==> config.mk <==
export PLATFORM = sky130hd
export DESIGN_NAME = stable_sorted_priority_table
export DESIGN_NICKNAME = d
export VERILOG_FILES = /design/src/hw/rtl/spt_pkg.sv /design/src/hw/rtl/spt_cell.sv /design/src/hw/rtl/spt_chain.sv /design/src/hw/rtl/stable_sorted_priority_table.sv
export SDC_FILE = /design/constraint.sdc
export NUM_CORES = 2
export LEC_CHECK = 0
export BUFFER_PORTS_ARGS = -buffer_cell sky130_fd_sc_hd__buf_2
export CORE_ASPECT_RATIO = 1.2
export CORE_MARGIN = 2
export CORE_UTILIZATION = 60
export CTS_CLUSTER_SIZE = 14
export DETAILED_ROUTE_END_ITERATION = 6
export PLACE_DENSITY_LB_ADDON = 0.05
export SLEW_MARGIN = 0
export SYNTH_ARGS = -nofsm -noshare
export SYNTH_HDL_FRONTEND = slang
export SYNTH_SLANG_ARGS = --single-unit
==> constraint.sdc <==
create_clock -name clk -period 7.8 [get_ports clk]
set_input_delay 0 -clock clk [delete_from_list [all_inputs] [get_ports clk]]
set_output_delay 0 -clock clk [all_outputs]
set_load 0.03 [all_outputs]
==> src/hw/rtl/spt_pkg.sv <==
// Shared types and constants for the stable sorted priority table.
// No dependencies; imported by every module of the block.
package spt_pkg;

  // Table size and key width
  localparam int DEPTH    = 32;
  localparam int KEY_BITS = 16;
  localparam int ID_BITS  = 16;
  localparam int IDX_W    = (DEPTH > 1) ? $clog2(DEPTH) : 1;
  localparam int CNT_W    = $clog2(DEPTH + 1);

  // Owner count limit
  localparam logic [15:0] OWNER_MAX = 16'hFFFF;

  // Input action codes
  typedef enum logic [1:0] {
    ACT_INSERT = 2'd0,
    ACT_READ   = 2'd1,
    ACT_CLEAR  = 2'd2
  } action_t;

  // One stored record
  typedef struct packed {
    logic [KEY_BITS-1:0] key;
    logic [ID_BITS-1:0]  id;
  } cell_data_t;

  // Control broadcast from the sequencer to every cell
  typedef struct packed {
    logic             ins;       // insert new_data at its sorted place
    logic             rot;       // rotate the held records one place toward cell 0
    cell_data_t       new_data;
    logic [CNT_W-1:0] held;      // records held now
    logic [IDX_W-1:0] tail;      // position of the last held record
  } cell_ctl_t;

endpackage

==> src/hw/rtl/spt_cell.sv <==
// One cell of the sorted record chain: holds one record and trades it with
// its neighbors on insert and rotate. Depends on spt_pkg.
module spt_cell (
  input  logic                       clk,
  input  spt_pkg::cell_ctl_t         ctl,
  input  logic [spt_pkg::IDX_W-1:0]  pos,
  input  spt_pkg::cell_data_t        prev_data,
  input  logic                       prev_valid,
  input  logic                       prev_occ,
  input  spt_pkg::cell_data_t        next_data,
  input  spt_pkg::cell_data_t        head_data,
  output spt_pkg::cell_data_t        data,
  output logic                       valid,
  output logic                       occ
);
  import spt_pkg::*;

  // Mark cells at or past the insertion point: empty, or key strictly greater
  assign valid = CNT_W'(pos) < ctl.held;
  assign occ   = !valid || (data.key > ctl.new_data.key);

  // Load new record, shift from left neighbor, or rotate from right
  always_ff @(posedge clk) begin
    if (ctl.ins) begin
      if (occ && !prev_occ) begin
        data <= ctl.new_data;
      end else if (occ && prev_valid) begin
        data <= prev_data;
      end
    end else if (ctl.rot) begin
      if (pos == ctl.tail) begin
        data <= head_data;
      end else if (pos < ctl.tail) begin
        data <= next_data;
      end
    end
  end

endmodule

==> src/hw/rtl/spt_chain.sv <==
// Row of DEPTH record cells wired neighbor to neighbor; cell 0 is the head.
// Depends on spt_pkg and spt_cell.
module spt_chain (
  input  logic                clk,
  input  spt_pkg::cell_ctl_t  ctl,
  output spt_pkg::cell_data_t head
);
  import spt_pkg::*;

  cell_data_t cdata [DEPTH];
  logic       cvalid [DEPTH];
  logic       cocc [DEPTH];

  assign head = cdata[0];

  // Build the row
  for (genvar g = 0; g < DEPTH; g++) begin : g_cell
    cell_data_t pd;
    cell_data_t nd;
    logic       pv;
    logic       po;

    if (g == 0) begin : g_first
      assign pd = ctl.new_data;
      assign pv = 1'b0;
      assign po = 1'b0;
    end else begin : g_mid
      assign pd = cdata[g-1];
      assign pv = cvalid[g-1];
      assign po = cocc[g-1];
    end

    if (g == DEPTH - 1) begin : g_end
      assign nd = cdata[0];
    end else begin : g_nxt
      assign nd = cdata[g+1];
    end

    spt_cell u_cell (
      .clk        (clk),
      .ctl        (ctl),
      .pos        (IDX_W'(g)),
      .prev_data  (pd),
      .prev_valid (pv),
      .prev_occ   (po),
      .next_data  (nd),
      .head_data  (cdata[0]),
      .data       (cdata[g]),
      .valid      (cvalid[g]),
      .occ        (cocc[g])
    );
  end

endmodule

==> src/hw/rtl/stable_sorted_priority_table.sv <==
// Channel | dir | handshake            | payload
// in      | in  | in_valid / in_stall  | action patient_id health batch_last new_trainers
// out     | out | out_valid / out_stall| status has_entry entry_id entry_health
//         |     |                      | entry_index last entry_count trainer_count
//
// Insert, clear and other actions give a single result; an insert into a non-full
// table puts its record in its sorted place in the cell row on acceptance.
// A read-out of n records emits them in order after acceptance: the row rotates one
// place per emitted record, so it is back in order at the end. No item is
// accepted meanwhile. Reset is synchronous and empties the table at once.
// Output stall holds the result register and, through it, the read-out.
// Top level of the stable sorted priority table. Depends on spt_pkg, spt_chain.
module stable_sorted_priority_table (
  input  logic        clk,
  input  logic        rst,
  input  logic        in_valid,
  output logic        in_stall,
  input  logic [1:0]  action,
  input  logic [15:0] patient_id,
  input  logic [15:0] health,
  input  logic        batch_last,
  input  logic [15:0] new_trainers,
  output logic        out_valid,
  input  logic        out_stall,
  output logic        status,
  output logic        has_entry,
  output logic [15:0] entry_id,
  output logic [15:0] entry_health,
  output logic [4:0]  entry_index,
  output logic        last,
  output logic [5:0]  entry_count,
  output logic [15:0] trainer_count
);
  import spt_pkg::*;

  logic [CNT_W-1:0] held;
  logic [CNT_W-1:0] held_next;
  logic [15:0]      owners;
  logic [15:0]      owners_next;
  logic             busy;
  logic [IDX_W-1:0] rd_idx;

  logic             out_load;
  logic             in_acc;
  logic             full;
  logic             is_ins;
  logic             is_read;
  logic             rd_last;
  logic             emit;
  logic [16:0]      owner_sum;
  cell_ctl_t        ctl;
  cell_data_t       head;

  // Handshake
  assign out_load = !out_valid || !out_stall;
  assign in_stall = busy || !out_load;
  assign in_acc   = in_valid && !in_stall;

  assign full    = held == CNT_W'(DEPTH);
  assign is_ins  = action == ACT_INSERT;
  assign is_read = action == ACT_READ;
  assign rd_last = rd_idx == ctl.tail;

  // Next count and saturating owner total
  assign owner_sum = {1'b0, owners} + {1'b0, new_trainers};
  always_comb begin
    held_next   = held;
    owners_next = owners;
    if (in_acc) begin
      case (action)
        ACT_INSERT: begin
          if (!full) begin
            held_next = held + CNT_W'(1);
          end
          if (batch_last) begin
            owners_next = owner_sum[16] ? OWNER_MAX : owner_sum[15:0];
          end
        end
        ACT_CLEAR: held_next = '0;
        default:   held_next = held;
      endcase
    end
  end

  // Drive the cell row
  always_comb begin
    ctl.ins         = in_acc && is_ins && !full;
    ctl.rot         = busy && out_load;
    ctl.new_data.key = KEY_BITS'(health);
    ctl.new_data.id  = ID_BITS'(patient_id);
    ctl.held        = held;
    ctl.tail        = IDX_W'(held - CNT_W'(1));
  end

  spt_chain u_chain (
    .clk  (clk),
    .ctl  (ctl),
    .head (head)
  );

  assign emit = busy || (in_acc && !(is_read && held != '0));

  // Sequencer state and result register
  always_ff @(posedge clk) begin
    if (rst) begin
      held      <= '0;
      owners    <= '0;
      busy      <= 1'b0;
      rd_idx    <= '0;
      out_valid <= 1'b0;
    end else begin
      held   <= held_next;
      owners <= owners_next;
      // start a read-out of a non-empty table
      if (in_acc && is_read && held != '0) begin
        busy   <= 1'b1;
        rd_idx <= '0;
      end else if (busy && out_load) begin
        rd_idx <= rd_idx + IDX_W'(1);
        if (rd_last) begin
          busy <= 1'b0;
        end
      end
      if (out_load) begin
        out_valid <= emit;
        if (busy) begin
          status        <= 1'b0;
          has_entry     <= 1'b1;
          entry_id      <= 16'(head.id);
          entry_health  <= 16'(head.key);
          entry_index   <= 5'(rd_idx);
          last          <= rd_last;
          entry_count   <= 6'(held);
          trainer_count <= owners;
        end else begin
          status        <= is_ins && full;
          has_entry     <= 1'b0;
          entry_id      <= '0;
          entry_health  <= '0;
          entry_index   <= '0;
          last          <= 1'b1;
          entry_count   <= 6'(held_next);
          trainer_count <= owners_next;
        end
      end
    end
  end

endmodule

==> impl_metrics.env <==
export IMPL_fin_cells=8821
export IMPL_worstPathCellList="buf_4 -> inv_1 -> ha_1 -> nand2b_1 -> nor3_4 -> a21o_4 -> buf_12 -> buf_4 -> o32ai_4 -> buf_4"
export IMPL_dr_wl_met3_um=49200
export IMPL_drv_slew=0
export IMPL_crit_top_cell="buf_4"
export IMPL_clock_latency_ps=800
export IMPL_clock_sinks=1115
export IMPL_syn_to_final_growth_pct=9.23
export IMPL_grt_max_degree=202
export IMPL_synthArstFlopShare_pct=0
export IMPL_synth_area_mm2=0.0746
export IMPL_num_rows=141
export IMPL_ys_seq_elements=1115
export IMPL_slowest_stage="buf_4"
export IMPL_firstDrtPassIters=7
export IMPL_fin_crit_ps=5020
export IMPL_clockBufferDepth=3
export IMPL_worstHoldStart="new_trainers[0]"
export IMPL_wl_met1_um=112000
export IMPL_yosys_area_top_type="edfxtp_1"
export IMPL_finalClockSkew_ps=33.6
export IMPL_dpl_cell_area_mm2=0.0766
export IMPL_grt_use_total_pct=47.0
export IMPL_grt_pass1_vias=63561
export IMPL_cp_start_kind="register"
export IMPL_synth_fp_nets=7837
export IMPL_crit_arrival_ps=5490
export IMPL_htreeDepth=4
export IMPL_drv_cap=0
export IMPL_yosysTopAreaCellShare_pct=43.7
export IMPL_power_density_mw_per_mm2=179
export IMPL_layout_drive_gt1_share_pct=19.0
export IMPL_antenna_left=0
export IMPL_setup_viol=0
export IMPL_overflow=0
export IMPL_highest_layer="met5"
export IMPL_final_nets=7653
export IMPL_antenna_found_initial=15
export IMPL_cts_resized=0
export IMPL_reg2reg_slack_ps=2780
export IMPL_worstRegToRegCells=10
export IMPL_hp_class="input pin to register"
export IMPL_worstMarginPinSlew_ps=1490
export IMPL_route_detailed_drc=0
export IMPL_r2r_start="held[0]"
export IMPL_dieArea_mm2=0.127
export IMPL_ioPinCount=119
export IMPL_vias=68422
export IMPL_place_congestion=1.03
export IMPL_cts_root_buffer="clkbuf_16"
export IMPL_io_buffers=118
export IMPL_fin_tns_setup_ps=0
export IMPL_fmaxAchievable_mhz=199
export IMPL_hold_end="trainer_count[0]"
export IMPL_synthTopCellsByCount="edfxtp_1 (1,086), nand2_1 (981), o211ai_1 (647)"
export IMPL_path_class="register to register"
export IMPL_r2r_end="u_chain.g_cell[10].u_cell.data[10]"
export IMPL_vias_per_cell=7.76
export IMPL_die_y_um=390
export IMPL_synth_edf_count=1086
export IMPL_start_util_pct=60.6
export IMPL_wl_met2_um=124000
export IMPL_n_fill_cell=9768
export IMPL_cts_buffers_inserted=130
export IMPL_drtIter0Drc=10964
export IMPL_outcome="finished, final reports clean"
export IMPL_leakage_nw=30.2
export IMPL_syn_area_per_cell_um2=10.3
export IMPL_dp_cells=8509
export IMPL_routed_wl_um=307000
export IMPL_crit_fanout=73
export IMPL_final_area_mm2=0.0815
export IMPL_die_width_um=326
export IMPL_yosys_top_cells_area="edfxtp_1 (44%), o221a_2 (9.5%), ha_1 (9.0%)"
export IMPL_clk_pin_slew_ps=60
export IMPL_cts_tree="built"
export IMPL_hpwlAfterDp_um=205000
export IMPL_yosysMostFrequentCell="edfxtp_1"
export IMPL_cp_slowest_stage_delay_ps=750
export IMPL_vdd_ir_drop_max_v=0.000215
export IMPL_cp_end_kind="register"
export IMPL_rsz0062_at_grt="false"
export IMPL_synth_cell_types=93
export IMPL_power_w=0.0145
export IMPL_syn_inst=7247
export IMPL_synth_main_ff_cell="edfxtp_1"
export IMPL_ys_seq_area_share_pct=44.5
export IMPL_post_route_period_util_pct=64.3
export IMPL_ys_warn_count=0
export IMPL_cts_setup_buffers=0
export IMPL_grt_pass1_wl_um=440000
export IMPL_multiInputGateArea_mm2=0.0387
export IMPL_core_area_mm2=0.123
export IMPL_wire_per_inst_um=34.8
export IMPL_seq_area_mm2=0.0332
export IMPL_crit_required_ps=8280
export IMPL_min_path_cells=4
export IMPL_hold_viol=0
export IMPL_slew_headroom_pct=0.396
## logic make-up (layout without fill, tap and decap cells)
group,Yosys count,in the layout,share of synthesized area (%)
AO/OA/AOI/OAI,2602,2602,27.8
XOR/XNOR,27,27,0.317
adder cells (fa/ha/maj),535,535,8.99
buffers and inverters,818,732,4.43
flip-flops,1115,1115,44.5
multiplexers,146,146,2.06
other,0,16,0
AND/OR/NAND/NOR,2004,2004,11.9
## flip-flops by register name (all words and copies together) (netlist names), 5 cells and up
name and flops:
entry_health 16, held 6, entry_count 6, entry_id 16, u_chain.g_cell.u_cell.data 1024, trainer_count 16, entry_index 5, rd_idx 5
owners 16
## metrics by stage
stage	hold WS, ps	setup WS, ps	utilization [%]
2_1_floorplan	69.1	1850	-
3_3_place_gp	257	3080	62.2
3_5_place_dp	270	2930	62.2
4_1_cts	166	2940	66.1
5_1_grt	263	2580	66.1
6_report	235	2780	66.1
## worst max-delay path, delay by kind of cell (launching register included)
| family | cells | cell delay [ps] |
|---|---|---|
| buffers and inverters | 5 | 1850 |
| DFF | 1 | 300 |
| AOI/OAI and AO/OA | 2 | 850 |
| and+or+nand+nor | 2 | 850 |
| adders and majority gates | 1 | 660 |
## layer usage
| layer | vias up | track usage (%) |
|---|---|---|
| met1 | 32872 | 61.8 |
| met3 | 1199 | 17.9 |
| li1 | 28457 | - |
| met4 | 12 | 28.3 |
| met2 | 5882 | 65.4 |
| met5 | - | 0 |
## area by class of cell
cell class	instances	share of cell area [%]
inverters	107	0.493
flip-flops and latches	1115	40.7
multi-input cells	5314	47.5
clock buffers	169	4.37
diodes	16	0.0492
well taps	1644	2.53
repair buffers	395	3.60
clock inverters	61	0.736
## where the power goes
part	internal (W)	switching [W]	total, W
clock	0.00352	0.00268	0.00620
sequential	0.00665	0.0000666	0.00672
combinational	0.000547	0.00108	0.00163
## what timing repair did
item                                   4_1_cts  5_1_grt
hold buffers                                66        0
endpoints found under the hold margin      236        0
setup endpoints to repair                    0        0
## cells in the final DEF (no fill, tap or decap), types with 19 or more instances in the layout
cell | Yosys | layout
edfxtp_1 | 1086 | 1086
a21oi_1 | 351 | 344
nor3_1 | 64 | 63
nand3_1 | 139 | 128
buf_4 | 13 | 203
a32oi_1 | 33 | 33
mux2i_1 | 84 | 84
nand2b_1 | 43 | 41
ha_1 | 534 | 534
dfxtp_1 | 29 | 28
inv_2 | 16 | 37
o221ai_1 | 19 | 19
o211ai_1 | 647 | 647
nor2_1 | 440 | 438
clkinv_1 | 15 | 34
clkbuf_1 | 533 | 29
nor2b_1 | 42 | 42
nand4_1 | 101 | 101
o21ai_1 | 36 | 28
inv_1 | 76 | 61
o21ai_0 | 222 | 220
mux2_2 | 62 | 62
and2_1 | 72 | 72
nor3b_1 | 37 | 37
a31oi_1 | 78 | 78
clkbuf_16 | 0 | 135
nand2_1 | 981 | 964
a221oi_1 | 96 | 96
dlygate4sd3_1 | 0 | 66
o221a_2 | 626 | 626
a21o_1 | 131 | 130
a211oi_1 | 148 | 148
o21a_1 | 66 | 65
buf_2 | 116 | 118
## worst max path at each step
stage | from | end | cells past startpoint | slack [ps]
after floorplan | held[1] | u_chain.g_cell[12].u_cell.data[0] | 10 | 1850
after global placement | held[1] | u_chain.g_cell[10].u_cell.data[10] | 10 | 3080
after detailed placement | held[0] | u_chain.g_cell[10].u_cell.data[10] | 10 | 2930
after CTS | held[1] | u_chain.g_cell[10].u_cell.data[8] | 10 | 2940
after global routing | held[0] | u_chain.g_cell[22].u_cell.data[21] | 11 | 2580
final | held[0] | u_chain.g_cell[10].u_cell.data[10] | 10 | 2780
Note: power is estimated with default switching activity, not from simulation.
